File: config.mk
export PLATFORM = sky130hd
export DESIGN_NAME = nearest_neighbor_downscaler_top_flat
export DESIGN_NICKNAME = d
export VERILOG_FILES = /design/src/hw/rtl/nnd_pkg.sv /design/src/hw/rtl/nnd_if.sv /design/src/hw/rtl/nnd_divider.sv /design/src/hw/rtl/nearest_neighbor_downscaler_top.sv /design/src/flat_wrapper.sv
export SDC_FILE = /design/constraint.sdc
export NUM_CORES = 2
export LEC_CHECK = 0
export BUFFER_PORTS_ARGS = -buffer_cell sky130_fd_sc_hd__buf_2
export CORE_MARGIN = 1
export CORE_UTILIZATION = 44
export CTS_CLUSTER_SIZE = 30
export DETAILED_ROUTE_END_ITERATION = 12
export PLACE_DENSITY = 0.66
export SYNTH_ARGS = -nofsm -noshare
export SYNTH_HDL_FRONTEND = slang
export SYNTH_SLANG_ARGS = --single-unit
File: constraint.sdc
create_clock -name clock -period 14.55 [get_ports clock]
set_input_delay 1.455 -clock clock [delete_from_list [all_inputs] [get_ports clock]]
set_output_delay 1.455 -clock clock [all_outputs]
set_load 0.05 [all_outputs]
File: src/hw/rtl/nnd_pkg.sv
// Shared widths, register indexes and divider types for the downscaler.
package nnd_pkg;

   localparam int DIM_W      = 13;
   localparam int PIX_W      = 8;
   localparam int POS_W      = 12;
   localparam int PROD_W     = 2 * DIM_W;
   localparam int CSR_IDX_W  = 4;
   localparam int CSR_DATA_W = 16;

   localparam int unsigned    DIM_LIMIT = (2 ** DIM_W) - 1;
   localparam logic [DIM_W-1:0] CFG_RESET = 13'd256;

   typedef enum logic [CSR_IDX_W-1:0] {
      REG_FRAME_WIDTH    = 4'd0,
      REG_FRAME_HEIGHT   = 4'd1,
      REG_MAX_OUT_WIDTH  = 4'd2,
      REG_MAX_OUT_HEIGHT = 4'd3
   } csr_reg_type;

   typedef struct packed {
      logic              start;
      logic [PROD_W-1:0] dividend;
      logic [DIM_W-1:0]  divisor;
   } div_req_type;

   typedef struct packed {
      logic              done;
      logic [PROD_W-1:0] quotient;
      logic [DIM_W-1:0]  remainder;
   } div_rsp_type;

endpackage

File: src/hw/rtl/nnd_if.sv
// Channel interfaces: source pixels, result pixels and register writes.
interface nnd_req_if import nnd_pkg::*; ();
   logic             valid;
   logic             ready;
   logic [PIX_W-1:0] red;
   logic [PIX_W-1:0] green;
   logic [PIX_W-1:0] blue;

   modport source (output valid, red, green, blue, input ready);
   modport sink   (input valid, red, green, blue, output ready);
endinterface

interface nnd_rsp_if import nnd_pkg::*; ();
   logic             valid;
   logic             ready;
   logic [PIX_W-1:0] out_red;
   logic [PIX_W-1:0] out_green;
   logic [PIX_W-1:0] out_blue;
   logic [POS_W-1:0] out_col;
   logic [POS_W-1:0] out_row;
   logic [DIM_W-1:0] scaled_width;
   logic [DIM_W-1:0] scaled_height;
   logic             frame_last;

   modport source (output valid, out_red, out_green, out_blue, out_col, out_row,
                   scaled_width, scaled_height, frame_last, input ready);
   modport sink   (input valid, out_red, out_green, out_blue, out_col, out_row,
                   scaled_width, scaled_height, frame_last, output ready);
endinterface

interface nnd_csr_if import nnd_pkg::*; ();
   logic                  valid;
   logic                  ready;
   logic [CSR_IDX_W-1:0]  index;
   logic [CSR_DATA_W-1:0] data;

   modport source (output valid, index, data, input ready);
   modport sink   (input valid, index, data, output ready);
endinterface

File: src/hw/rtl/nnd_divider.sv
// Shared restoring divider, one quotient bit per cycle.
module nnd_divider import nnd_pkg::*; (
   input  logic        clock,
   input  logic        reset,
   input  div_req_type div_req,
   output div_rsp_type div_rsp
);

   localparam int CNT_W = $clog2(PROD_W);

   logic [PROD_W-1:0] dq_ff, dq_in;
   logic [DIM_W-1:0]  rem_ff, rem_in;
   logic [DIM_W-1:0]  dvs_ff, dvs_in;
   logic [CNT_W-1:0]  cnt_ff, cnt_in;
   logic              busy_ff, busy_in;
   logic              done_ff, done_in;
   logic [DIM_W:0]    shifted;
   logic [DIM_W:0]    diff;
   logic              ge;

   assign shifted = {rem_ff, dq_ff[PROD_W-1]};
   assign diff    = shifted - {1'b0, dvs_ff};
   assign ge      = shifted >= {1'b0, dvs_ff};

   always_comb begin
      dq_in   = dq_ff;
      rem_in  = rem_ff;
      dvs_in  = dvs_ff;
      cnt_in  = cnt_ff;
      busy_in = busy_ff;
      done_in = 1'b0;
      if (div_req.start) begin
         dq_in   = div_req.dividend;
         rem_in  = '0;
         dvs_in  = div_req.divisor;
         cnt_in  = '0;
         busy_in = 1'b1;
      end else if (busy_ff) begin
         rem_in = ge ? diff[DIM_W-1:0] : shifted[DIM_W-1:0];
         dq_in  = {dq_ff[PROD_W-2:0], ge};
         cnt_in = cnt_ff + CNT_W'(1);
         if (cnt_ff == CNT_W'(PROD_W - 1)) begin
            busy_in = 1'b0;
            done_in = 1'b1;
         end
      end
   end

   always_ff @(posedge clock) begin
      dq_ff  <= dq_in;
      rem_ff <= rem_in;
      dvs_ff <= dvs_in;
      if (reset) begin
         cnt_ff  <= '0;
         busy_ff <= 1'b0;
         done_ff <= 1'b0;
      end else begin
         cnt_ff  <= cnt_in;
         busy_ff <= busy_in;
         done_ff <= done_in;
      end
   end

   assign div_rsp.done      = done_ff;
   assign div_rsp.quotient  = dq_ff;
   assign div_rsp.remainder = rem_ff;

endmodule

File: src/hw/rtl/nearest_neighbor_downscaler_top.sv
// Nearest-neighbour downscaler: sequencer, step tracking and output register.
//
// Source pixels arrive in raster order on req_bus, one transaction per pixel.
// Each accepted pixel gives zero or one transaction on rsp_bus, carrying the
// pixel, its output column and row, the output frame size and a last flag.
// Registers are written on csr_bus (always ready); they are latched at the
// first pixel of each frame, so they should be written between frames.
// An ordinary pixel is accepted in the idle state and then passes to the step
// state, in which the column and row trackers are compared and advanced.
// The first pixel of a frame also runs the size setup through one shared
// multiplier and one shared serial divider: two products, then two or three
// 26-step divisions, before it reaches the step state.
// req_bus.ready is high only while the sequencer is idle.
// Results wait in an output register; if it is still full when the step
// cycle wants it, the step holds until rsp_bus takes the pending result.
// Reset (synchronous) restores register defaults of 256 and starts a new frame.
module nearest_neighbor_downscaler_top import nnd_pkg::*; #(
   parameter int unsigned MAX_DIM = 4096
) (
   input logic        clock,
   input logic        reset,
   nnd_csr_if.sink    csr_bus,
   nnd_req_if.sink    req_bus,
   nnd_rsp_if.source  rsp_bus
);

   localparam int unsigned      CLAMP_MAX = (MAX_DIM > DIM_LIMIT) ? DIM_LIMIT : MAX_DIM;
   localparam logic [DIM_W-1:0] CLAMP_VAL = DIM_W'(CLAMP_MAX);

   typedef enum logic [3:0] {
      S_IDLE,
      S_START,
      S_MUL_A,
      S_MUL_B,
      S_DECIDE,
      S_DIV_SIDE,
      S_DIV_COL,
      S_DIV_ROW,
      S_STEP
   } state_type;

   function automatic logic [DIM_W-1:0] clamp_dim(input logic [DIM_W-1:0] v);
      logic [DIM_W-1:0] r;
      if (v == '0) begin
         r = DIM_W'(1);
      end else if (v > CLAMP_VAL) begin
         r = CLAMP_VAL;
      end else begin
         r = v;
      end
      return r;
   endfunction

   state_type         state_ff, state_in;
   logic [DIM_W-1:0]  cfg_fw_ff, cfg_fw_in, cfg_fh_ff, cfg_fh_in;
   logic [DIM_W-1:0]  cfg_mw_ff, cfg_mw_in, cfg_mh_ff, cfg_mh_in;
   logic [PIX_W-1:0]  pix_r_ff, pix_r_in, pix_g_ff, pix_g_in, pix_b_ff, pix_b_in;
   logic [DIM_W-1:0]  lat_w_ff, lat_w_in, lat_h_ff, lat_h_in;
   logic [DIM_W-1:0]  lim_w_ff, lim_w_in, lim_h_ff, lim_h_in;
   logic [PROD_W-1:0] prod_a_ff, prod_a_in, prod_b_ff, prod_b_in;
   logic              wlim_ff, wlim_in;
   logic [DIM_W-1:0]  dst_w_ff, dst_w_in, dst_h_ff, dst_h_in;
   logic [DIM_W-1:0]  step_q_ff [4];
   logic [DIM_W-1:0]  step_q_in [4];
   logic [DIM_W-1:0]  src_col_ff, src_col_in, src_row_ff, src_row_in;
   logic [DIM_W-1:0]  dst_col_ff, dst_col_in, dst_row_ff, dst_row_in;
   logic [DIM_W-1:0]  want_col_ff, want_col_in, want_row_ff, want_row_in;
   logic [DIM_W-1:0]  col_frac_ff, col_frac_in, row_frac_ff, row_frac_in;
   div_req_type       div_req_ff, div_req_in;
   div_rsp_type       div_rsp;
   logic              rsp_valid_ff, rsp_valid_in;
   logic [PIX_W-1:0]  o_r_ff, o_r_in, o_g_ff, o_g_in, o_b_ff, o_b_in;
   logic [POS_W-1:0]  o_col_ff, o_col_in, o_row_ff, o_row_in;
   logic [DIM_W-1:0]  o_sw_ff, o_sw_in, o_sh_ff, o_sh_in;
   logic              o_last_ff, o_last_in;

   logic [DIM_W-1:0]  mul_x, mul_y;
   logic [PROD_W-1:0] mul_p;
   logic [DIM_W-1:0]  side;
   logic              hit, out_free;
   logic [DIM_W-1:0]  dst_col_inc, dst_row_inc, src_col_inc, src_row_inc;
   logic [DIM_W:0]    col_sum, row_sum;
   logic              col_wrap, row_wrap;

   nnd_divider u_divider (
      .clock   (clock),
      .reset   (reset),
      .div_req (div_req_ff),
      .div_rsp (div_rsp)
   );

   assign mul_x = (state_ff == S_MUL_A) ? lim_w_ff : lim_h_ff;
   assign mul_y = (state_ff == S_MUL_A) ? lat_h_ff : lat_w_ff;
   assign mul_p = PROD_W'(mul_x) * PROD_W'(mul_y);

   assign side = (div_rsp.quotient == '0) ? DIM_W'(1) : div_rsp.quotient[DIM_W-1:0];

   assign hit = (dst_row_ff < dst_h_ff) && (dst_col_ff < dst_w_ff) &&
                (src_row_ff == want_row_ff) && (src_col_ff == want_col_ff);
   assign out_free    = !rsp_valid_ff || rsp_bus.ready;
   assign dst_col_inc = dst_col_ff + DIM_W'(1);
   assign dst_row_inc = dst_row_ff + DIM_W'(1);
   assign src_col_inc = src_col_ff + DIM_W'(1);
   assign src_row_inc = src_row_ff + DIM_W'(1);
   assign col_sum     = {1'b0, col_frac_ff} + {1'b0, step_q_ff[1]};
   assign row_sum     = {1'b0, row_frac_ff} + {1'b0, step_q_ff[3]};
   assign col_wrap    = col_sum >= {1'b0, dst_w_ff};
   assign row_wrap    = row_sum >= {1'b0, dst_h_ff};

   always_comb begin
      cfg_fw_in = cfg_fw_ff;
      cfg_fh_in = cfg_fh_ff;
      cfg_mw_in = cfg_mw_ff;
      cfg_mh_in = cfg_mh_ff;
      if (csr_bus.valid) begin
         case (csr_bus.index)
            REG_FRAME_WIDTH:    cfg_fw_in = csr_bus.data[DIM_W-1:0];
            REG_FRAME_HEIGHT:   cfg_fh_in = csr_bus.data[DIM_W-1:0];
            REG_MAX_OUT_WIDTH:  cfg_mw_in = csr_bus.data[DIM_W-1:0];
            REG_MAX_OUT_HEIGHT: cfg_mh_in = csr_bus.data[DIM_W-1:0];
            default: ;
         endcase
      end
   end

   always_comb begin
      state_in     = state_ff;
      pix_r_in     = pix_r_ff;
      pix_g_in     = pix_g_ff;
      pix_b_in     = pix_b_ff;
      lat_w_in     = lat_w_ff;
      lat_h_in     = lat_h_ff;
      lim_w_in     = lim_w_ff;
      lim_h_in     = lim_h_ff;
      prod_a_in    = prod_a_ff;
      prod_b_in    = prod_b_ff;
      wlim_in      = wlim_ff;
      dst_w_in     = dst_w_ff;
      dst_h_in     = dst_h_ff;
      step_q_in    = step_q_ff;
      src_col_in   = src_col_ff;
      src_row_in   = src_row_ff;
      dst_col_in   = dst_col_ff;
      dst_row_in   = dst_row_ff;
      want_col_in  = want_col_ff;
      want_row_in  = want_row_ff;
      col_frac_in  = col_frac_ff;
      row_frac_in  = row_frac_ff;
      div_req_in   = div_req_ff;
      div_req_in.start = 1'b0;
      rsp_valid_in = rsp_valid_ff && !rsp_bus.ready;
      o_r_in       = o_r_ff;
      o_g_in       = o_g_ff;
      o_b_in       = o_b_ff;
      o_col_in     = o_col_ff;
      o_row_in     = o_row_ff;
      o_sw_in      = o_sw_ff;
      o_sh_in      = o_sh_ff;
      o_last_in    = o_last_ff;

      case (state_ff)
         S_IDLE: begin
            if (req_bus.valid) begin
               pix_r_in = req_bus.red;
               pix_g_in = req_bus.green;
               pix_b_in = req_bus.blue;
               state_in = (src_col_ff == '0 && src_row_ff == '0) ? S_START : S_STEP;
            end
         end
         S_START: begin
            lat_w_in = clamp_dim(cfg_fw_ff);
            lat_h_in = clamp_dim(cfg_fh_ff);
            lim_w_in = clamp_dim(cfg_mw_ff);
            lim_h_in = clamp_dim(cfg_mh_ff);
            state_in = S_MUL_A;
         end
         S_MUL_A: begin
            prod_a_in = mul_p;
            state_in  = S_MUL_B;
         end
         S_MUL_B: begin
            prod_b_in = mul_p;
            state_in  = S_DECIDE;
         end
         S_DECIDE: begin
            div_req_in.start = 1'b1;
            if (!(lat_w_ff > lim_w_ff || lat_h_ff > lim_h_ff)) begin
               dst_w_in            = lat_w_ff;
               dst_h_in            = lat_h_ff;
               div_req_in.dividend = PROD_W'(lat_w_ff);
               div_req_in.divisor  = lat_w_ff;
               state_in            = S_DIV_COL;
            end else if (prod_a_ff <= prod_b_ff) begin
               wlim_in             = 1'b1;
               dst_w_in            = lim_w_ff;
               div_req_in.dividend = prod_a_ff;
               div_req_in.divisor  = lat_w_ff;
               state_in            = S_DIV_SIDE;
            end else begin
               wlim_in             = 1'b0;
               dst_h_in            = lim_h_ff;
               div_req_in.dividend = prod_b_ff;
               div_req_in.divisor  = lat_h_ff;
               state_in            = S_DIV_SIDE;
            end
         end
         S_DIV_SIDE: begin
            if (div_rsp.done) begin
               div_req_in.start    = 1'b1;
               div_req_in.dividend = PROD_W'(lat_w_ff);
               if (wlim_ff) begin
                  dst_h_in           = side;
                  div_req_in.divisor = dst_w_ff;
               end else begin
                  dst_w_in           = side;
                  div_req_in.divisor = side;
               end
               state_in = S_DIV_COL;
            end
         end
         S_DIV_COL: begin
            if (div_rsp.done) begin
               step_q_in[0]        = div_rsp.quotient[DIM_W-1:0];
               step_q_in[1]        = div_rsp.remainder;
               div_req_in.start    = 1'b1;
               div_req_in.dividend = PROD_W'(lat_h_ff);
               div_req_in.divisor  = dst_h_ff;
               state_in            = S_DIV_ROW;
            end
         end
         S_DIV_ROW: begin
            if (div_rsp.done) begin
               step_q_in[2] = div_rsp.quotient[DIM_W-1:0];
               step_q_in[3] = div_rsp.remainder;
               dst_col_in   = '0;
               dst_row_in   = '0;
               want_col_in  = '0;
               want_row_in  = '0;
               col_frac_in  = '0;
               row_frac_in  = '0;
               state_in     = S_STEP;
            end
         end
         S_STEP: begin
            if (!hit || out_free) begin
               if (hit) begin
                  rsp_valid_in = 1'b1;
                  o_r_in       = pix_r_ff;
                  o_g_in       = pix_g_ff;
                  o_b_in       = pix_b_ff;
                  o_col_in     = POS_W'(dst_col_ff);
                  o_row_in     = POS_W'(dst_row_ff);
                  o_sw_in      = dst_w_ff;
                  o_sh_in      = dst_h_ff;
                  o_last_in    = (dst_col_inc == dst_w_ff) && (dst_row_inc == dst_h_ff);
                  if (dst_col_inc >= dst_w_ff) begin
                     dst_col_in  = '0;
                     want_col_in = '0;
                     col_frac_in = '0;
                     dst_row_in  = dst_row_inc;
                     want_row_in = want_row_ff + step_q_ff[2] + DIM_W'(row_wrap);
                     row_frac_in = row_wrap ? DIM_W'(row_sum - {1'b0, dst_h_ff})
                                            : DIM_W'(row_sum);
                  end else begin
                     dst_col_in  = dst_col_inc;
                     want_col_in = want_col_ff + step_q_ff[0] + DIM_W'(col_wrap);
                     col_frac_in = col_wrap ? DIM_W'(col_sum - {1'b0, dst_w_ff})
                                            : DIM_W'(col_sum);
                  end
               end
               if (src_col_inc >= lat_w_ff) begin
                  src_col_in = '0;
                  src_row_in = (src_row_inc >= lat_h_ff) ? '0 : src_row_inc;
               end else begin
                  src_col_in = src_col_inc;
               end
               state_in = S_IDLE;
            end
         end
         default: state_in = S_IDLE;
      endcase
   end

   always_ff @(posedge clock) begin
      pix_r_ff    <= pix_r_in;
      pix_g_ff    <= pix_g_in;
      pix_b_ff    <= pix_b_in;
      lat_w_ff    <= lat_w_in;
      lat_h_ff    <= lat_h_in;
      lim_w_ff    <= lim_w_in;
      lim_h_ff    <= lim_h_in;
      prod_a_ff   <= prod_a_in;
      prod_b_ff   <= prod_b_in;
      wlim_ff     <= wlim_in;
      dst_w_ff    <= dst_w_in;
      dst_h_ff    <= dst_h_in;
      step_q_ff   <= step_q_in;
      dst_col_ff  <= dst_col_in;
      dst_row_ff  <= dst_row_in;
      want_col_ff <= want_col_in;
      want_row_ff <= want_row_in;
      col_frac_ff <= col_frac_in;
      row_frac_ff <= row_frac_in;
      o_r_ff      <= o_r_in;
      o_g_ff      <= o_g_in;
      o_b_ff      <= o_b_in;
      o_col_ff    <= o_col_in;
      o_row_ff    <= o_row_in;
      o_sw_ff     <= o_sw_in;
      o_sh_ff     <= o_sh_in;
      o_last_ff   <= o_last_in;
      if (reset) begin
         state_ff     <= S_IDLE;
         src_col_ff   <= '0;
         src_row_ff   <= '0;
         rsp_valid_ff <= 1'b0;
         div_req_ff   <= '0;
         cfg_fw_ff    <= CFG_RESET;
         cfg_fh_ff    <= CFG_RESET;
         cfg_mw_ff    <= CFG_RESET;
         cfg_mh_ff    <= CFG_RESET;
      end else begin
         state_ff     <= state_in;
         src_col_ff   <= src_col_in;
         src_row_ff   <= src_row_in;
         rsp_valid_ff <= rsp_valid_in;
         div_req_ff   <= div_req_in;
         cfg_fw_ff    <= cfg_fw_in;
         cfg_fh_ff    <= cfg_fh_in;
         cfg_mw_ff    <= cfg_mw_in;
         cfg_mh_ff    <= cfg_mh_in;
      end
   end

   assign csr_bus.ready         = 1'b1;
   assign req_bus.ready         = (state_ff == S_IDLE);
   assign rsp_bus.valid         = rsp_valid_ff;
   assign rsp_bus.out_red       = o_r_ff;
   assign rsp_bus.out_green     = o_g_ff;
   assign rsp_bus.out_blue      = o_b_ff;
   assign rsp_bus.out_col       = o_col_ff;
   assign rsp_bus.out_row       = o_row_ff;
   assign rsp_bus.scaled_width  = o_sw_ff;
   assign rsp_bus.scaled_height = o_sh_ff;
   assign rsp_bus.frame_last    = o_last_ff;

endmodule

File: src/flat_wrapper.sv
// flat-port wrapper written by rule: the top's interface ports become plain ports
module nearest_neighbor_downscaler_top_flat import nnd_pkg::*;
#(
   parameter int unsigned MAX_DIM = 4096
)
  (clock, reset, csr_bus_valid, csr_bus_index, csr_bus_data, csr_bus_ready, req_bus_valid, req_bus_red, req_bus_green, req_bus_blue, req_bus_ready, rsp_bus_valid, rsp_bus_out_red, rsp_bus_out_green, rsp_bus_out_blue, rsp_bus_out_col, rsp_bus_out_row, rsp_bus_scaled_width, rsp_bus_scaled_height, rsp_bus_frame_last, rsp_bus_ready);
  nnd_csr_if csr_bus_i ();
  nnd_req_if req_bus_i ();
  nnd_rsp_if rsp_bus_i ();
  input logic clock;
  input logic reset;
  input wire logic [$bits(csr_bus_i.valid)-1:0] csr_bus_valid;
  input wire logic [$bits(csr_bus_i.index)-1:0] csr_bus_index;
  input wire logic [$bits(csr_bus_i.data)-1:0] csr_bus_data;
  output wire logic [$bits(csr_bus_i.ready)-1:0] csr_bus_ready;
  input wire logic [$bits(req_bus_i.valid)-1:0] req_bus_valid;
  input wire logic [$bits(req_bus_i.red)-1:0] req_bus_red;
  input wire logic [$bits(req_bus_i.green)-1:0] req_bus_green;
  input wire logic [$bits(req_bus_i.blue)-1:0] req_bus_blue;
  output wire logic [$bits(req_bus_i.ready)-1:0] req_bus_ready;
  output wire logic [$bits(rsp_bus_i.valid)-1:0] rsp_bus_valid;
  output wire logic [$bits(rsp_bus_i.out_red)-1:0] rsp_bus_out_red;
  output wire logic [$bits(rsp_bus_i.out_green)-1:0] rsp_bus_out_green;
  output wire logic [$bits(rsp_bus_i.out_blue)-1:0] rsp_bus_out_blue;
  output wire logic [$bits(rsp_bus_i.out_col)-1:0] rsp_bus_out_col;
  output wire logic [$bits(rsp_bus_i.out_row)-1:0] rsp_bus_out_row;
  output wire logic [$bits(rsp_bus_i.scaled_width)-1:0] rsp_bus_scaled_width;
  output wire logic [$bits(rsp_bus_i.scaled_height)-1:0] rsp_bus_scaled_height;
  output wire logic [$bits(rsp_bus_i.frame_last)-1:0] rsp_bus_frame_last;
  input wire logic [$bits(rsp_bus_i.ready)-1:0] rsp_bus_ready;
  assign csr_bus_i.valid = csr_bus_valid;
  assign csr_bus_i.index = csr_bus_index;
  assign csr_bus_i.data = csr_bus_data;
  assign csr_bus_ready = csr_bus_i.ready;
  assign req_bus_i.valid = req_bus_valid;
  assign req_bus_i.red = req_bus_red;
  assign req_bus_i.green = req_bus_green;
  assign req_bus_i.blue = req_bus_blue;
  assign req_bus_ready = req_bus_i.ready;
  assign rsp_bus_valid = rsp_bus_i.valid;
  assign rsp_bus_out_red = rsp_bus_i.out_red;
  assign rsp_bus_out_green = rsp_bus_i.out_green;
  assign rsp_bus_out_blue = rsp_bus_i.out_blue;
  assign rsp_bus_out_col = rsp_bus_i.out_col;
  assign rsp_bus_out_row = rsp_bus_i.out_row;
  assign rsp_bus_scaled_width = rsp_bus_i.scaled_width;
  assign rsp_bus_scaled_height = rsp_bus_i.scaled_height;
  assign rsp_bus_frame_last = rsp_bus_i.frame_last;
  assign rsp_bus_i.ready = rsp_bus_ready;
  nearest_neighbor_downscaler_top #(.MAX_DIM(MAX_DIM)) u_core (.clock(clock), .reset(reset), .csr_bus(csr_bus_i), .req_bus(req_bus_i), .rsp_bus(rsp_bus_i));
endmodule
# After elaboration in Yosys (flattened, before gate mapping)
# Cells that the tools add are included.
[totals] reg_bits=542 inputBits=49 out_inout_bits=78 wordCells=226
[classes] addsub=14 mul=1 n_lt_le_gt_ge=15 n_eq_ne=26 mux=70 bitwise=1 reduce_logical=48
[ops] cell="$mux 13" count=39
[ops] cell="$pmux 13 s2" count=8
[ops] cell="$pmux 40 s3" count=1
[ops] cell="$mux 40" count=2
[ops] cell="$logic_not 13->1" count=6
[ops] cell="$mux 39" count=2
[ops] cell="$add 13x1->13 const B" count=4
[ops] cell="$eq 13x13->1" count=4
[ops] cell="$gt 13x13->1 const B" count=4
[ops] cell="$mux 26" count=2
[ops] cell="$ge 14x13->1" count=3
[ops] cell="$ge 13x13->1" count=3
[ops] cell="$sub 13x13->13" count=3
[ops] cell="$pmux 4 s9" count=1
[ops] cell="$add 13x13->14" count=2
[ops] cell="$add 13x1->13" count=2
[ops] cell="$add 13x13->13" count=2
[ops] cell="$gt 13x13->1" count=2
[ops] cell="$le 26x26->1" count=1
[ops] cell="$logic_not 26->1" count=1
[ops] cell="$lt 13x13->1" count=2
[ops] cell="$mul 13x13->26" count=1
[ops] cell="$mux 4" count=6
[ops] cell="$reduce_and 2->1" count=9
[ops] cell="other kinds (23)" count=65

# Depth between registers and ports, before layout
[depth] word_depth=8 depth_mapped=27

# Modules after synthesis
# Synthesis repeated with hierarchy kept, for this count alone.
[hier_totals] hier_cells=3296 area_unflattened_um2=34533.1
[modules_own_cells] module="nearest_neighbor_downscaler_top" n_inst=1 cells_each=3024 area_each_um2=31375.1 seq_area_each_um2=13272.7
[modules_own_cells] module="nnd_divider" n_inst=1 cells_each=272 area_each_um2=3158.0 seq_area_each_um2=1571.5

# Least setup slack after synthesis
# No wires, ideal clock.
[synth_path] path_kind="register to register" startpoint="reg u_core.state_ff[3]" endpoint="reg u_core.prod_a_ff[25] (data pin)" setup_time_ns=0.264 t_arrival_ns=7.098 t_required_ns=14.286 path_slack_ns=7.188 path_stages_with_launch=26 path_buffers=2 period_less_slack_ns=7.362 path_cell_list="dfxtp_1 nor2_1 nand2_1 nor2_1 clkbuf_1 clkbuf_1 nand2_1 o21ai_1 nand2_1 fa_1 fa_1 fa_1 inv_1 fa_1 inv_1 fa_1 inv_1 ha_1 o21ai_0 nor3_1 a221o_1 a21oi_1 o21ai_0 a211oi_1 a21oi_1 xnor2_1"
[synth_via] elab_chain_len=3 elab_cells_between_ends=4 cone_classes="mul: 1; eq/ne: 1; mux: 2"
[synth_lines] item="start, declared" line_no="nearest_neighbor_downscaler_top.sv:54" rtl="state_type state_ff, state_in;"
[synth_lines] item="start signal, assigned" line_no="nearest_neighbor_downscaler_top.sv:323" rtl="state_ff <= state_in;"
[synth_lines] item="$eq 4x2->1 *" line_no="nearest_neighbor_downscaler_top.sv:92, nearest_neighbor_downscaler_top.sv:93"
[synth_lines] item="$mux 13, on equally long branches" line_no="nearest_neighbor_downscaler_top.sv:92, nearest_neighbor_downscaler_top.sv:93"
[synth_lines] item="$mul 13x13->26 *" line_no="nearest_neighbor_downscaler_top.sv:94" rtl="assign mul_p = PROD_W'(mul_x) * PROD_W'(mul_y);"
[synth_lines] item="named net u_core.mul_p[25]" line_no="nearest_neighbor_downscaler_top.sv:78" rtl="logic [PROD_W-1:0] mul_p;"
[synth_lines] item="end signal, assigned" line_no="nearest_neighbor_downscaler_top.sv:292" rtl="prod_a_ff <= prod_a_in;"
[synth_lines] item="end, declared" line_no="nearest_neighbor_downscaler_top.sv:60" rtl="logic [PROD_W-1:0] prod_a_ff, prod_a_in, prod_b_ff, prod_b_in;"
# The timed path passes the listed nets; every way through them passes the cells marked *.
# A chain may end at the register's enable or synchronous reset.

# Final worst setup path
[layout_path] startpoint="reg u_core.state_ff[1]" endpoint="reg u_core.prod_a_ff[25] (data pin)"
# Same word-level chain as after synthesis.

==> summary.txt <==
Worst setup path
  – Setup crit end kind: flip-flop
  – Req. time, crit path: approximately 15 ns
  – Crit path DAT: slightly below 9 ns
  – Setup CP Type: reg -> reg
  – CP Launch Type: flip-flop
  – Crit-path max FO: 60

Route
  – DRT iter0 DRCs: approximately 2000
  – Drt pass-1 iters: 9
  – Drt wl/cell: around 20 um
  – Vias: approximately 24000
  – DRT antenna net count: 0
  – DRC viols: 0
  – Final wirelength: 87.8 mm
  – Routed vias/inst: around 5.5

Final layout
  – Fraction of final layout cells sized beyond drive strength 1: under 10%
  – FF+latch area: about 0.015 mm^2
  – Filler cells: approximately 7000
  – Diode count: 0
  – Final #Nets: 3811
  – Area of the multi-input gates: ~0.018 mm^2
  – Finished Layout Cells: roughly 4400
  – Syn-to-layout area delta: 10.6%

Timing
  – Max Fclk: roughly 120 MHz
  – Crit share post-route: roughly 58%
  – Hold_ws: approximately 0.40 ns
  – Slew at the pin closest to its max-slew limit: ~1.2 ns
  – Hold Vio Cnt, Final: 0
  – Final Critical Period: ~8.4 ns
  – Clock Skews: 0.0558 ns
  – Max-slew violations: 0
  – RSZ-0062 raised after global routing: false
  – Final setup fails: 0
  – Rel. slew slack: approximately a fifth
  – Setup_tns: 0 ns

CTS
  – Clk buf depth: 3
  – # Post-CTS Setup Buffers: 0
  – TritonCTS buffer count: 56
  – CTS clk-pin slew, worst paths: around 0.07 ns
  – Resized Gates After CTS: 0
  – CTS tree: done
  – Root buf cell: clkbuf_16
  – Worst skew pair latency: around 0.65 ns
  – H-tree depth: 2
  – Cts hold-fix bufs: 0
  – # clock sinks: 542

Global route
  – Initial antenna violation count: 0
  – Largest net degree at the start of global routing: 81
  – First-pass GRT wire length: around 130 mm
  – Total GRT Usage: 22.2%
  – Vias in the first global route: approximately 23000
  – Gr ovfl total: 0

Placement
  – Final GP Congestion: between 0.9 and 1
  – Placed Cells: roughly 4300
  – PortBufs: approximately 120
  – DPL Wire Length: roughly 66 mm

Logic synthesis
  – EDFF count, synth: roughly 400
  – Net Count, Synth: 3706
  – Unique masters post-synth: 90
  – Top cell type by total area after synthesis: edfxtp_1
  – Post-synthesis sequential area ratio: a little over two fifths
  – Ys async rst share: 0%
  – Top cells by area, synth: edfxtp_1 35%, ha_1 10%, dfxtp_1 8.4%
  – Most common cell in the netlist: edfxtp_1
  – Post-synth top cells: 399 x edfxtp_1, 340 x inv_1, 318 x nor2_1
  – Post-Synthesis Cells: ~3200
  – Post-synth top area share: about a third
  – Syn Std Cell Area: between 0.03 and 0.04 mm^2
  – Synth warn: 0
  – Seq cells post-synth: about 540
  – Average cell area after synthesis: 10.5 um^2
  – Top FF cell, synth: edfxtp_1

Run status
  – Outcome: finished clean

Die
  – Ports: 127
  – Initial cell density of the core: between 40% and 50%
  – Die area: between 0.07 and 0.08 mm^2
  – Die Y: 281 um
  – Core area: between 0.07 and 0.08 mm^2
  – Chip Width: 281 um
  – Rows: 101

Min path
  – Hold/Removal Path Class: reg -> reg

Flow run
  – Max-cap violations: 0
worst paths after layout:
| check | start | to | slack (ns) | cells past startpoint |
|---|---|---|---|---|
| max | u_core.state_ff[1] | u_core.prod_a_ff[25] | 6.13 | 24 |
| min | u_core.pix_b_ff[6] | u_core.rsp_bus.out_blue[6] | 0.40 | 0 |
| max reg2reg | u_core.state_ff[1] | u_core.prod_a_ff[25] | 6.13 | 24 |
| min reg2reg | u_core.pix_b_ff[6] | u_core.rsp_bus.out_blue[6] | 0.40 | 0 |
cell usage in the layout (no fill, tap or decap), types with 51 or more instances in the layout:
cell and instances:
mux2i_1 152, o21ai_0 110, nand3_1 63, nor3_1 51, fa_1 130, a21oi_1 145
nor2_1 315, nor2b_1 73, dfxtp_1 142, inv_1 340, nand2_1 255, clkbuf_16 57
xor2_1 65, ha_1 283, buf_2 122, edfxtp_1 399, xnor2_1 113
sequential cells by signal, indices dropped and copies added, names as in the netlist, 26 cells and up:
name	flops
u_core.div_req_ff	40
u_core.prod_a_ff	26
u_core.prod_b_ff	26
u_core.step_q_ff	52
u_core.u_divider.dq_ff	26
layer usage:
layer / vias to the layer above / global-route usage, % / part of all wire, %
li1: 11700 / - / -
met1: 11700 / 30.0 / 44
met2: 816 / 35.9 / 46
met3: 175 / 3.13 / 6.5
met4: 0 / 8.60 / 3.8
met5: - / 0 / 0
cell families (layout without fill, tap and decap cells):
kind of cell,after synthesis,in the layout,synth area share [%]
AOI/OAI and AO/OA,511,511,9.82
adders and majority gates,413,413,18.0
and+or+nand+nor,955,955,13.2
xor gates and xnor gates,179,179,4.61
muxes,191,191,5.73
DFF,542,542,43.4
other,1,1,0.0110
buffers and inverters,452,605,5.27
metrics by stage:
step                setup slack [ns]  utilization [%]  instance area [um^2]
detailed placement              6.23             47.0                 35900
finish                          6.13             49.5                 37800
floorplan                       7.19                -                 34200
global placement                6.24             47.0                 35900
CTS                             6.17             49.5                 37800
global route                    5.58             49.5                 37800
critical path: stages, from the launching register on:
cell	delay, ns
dfxtp_1	0.63
nand2_1	0.24
nor2_4	0.14
buf_4	0.44
buf_4	0.65
mux2i_1	0.83
nor2_1	0.14
fa_1	0.57
inv_1	0.06
fa_1	0.53
inv_1	0.05
fa_1	0.51
inv_1	0.05
fa_1	0.46
fa_1	0.54
inv_1	0.04
ha_1	0.35
a21oi_1	0.20
o211ai_1	0.12
a221o_1	0.36
a21oi_1	0.30
o21ai_0	0.17
a211oi_1	0.36
a21oi_1	0.14
xnor2_1	0.26
cell type report:
type	instances	share of cell area [%]
timing repair buffer	157	2.31
inverter	342	3.39
tap	1030	3.41
clock buffer	72	3.97
sequential	542	39.3
multi-input combinational	2250	46.6
clock inverter	34	1.08
Power is left out: the tool's default activity adds up to more than one toggle a clock period on the data nets, which glitch-free logic cannot reach.
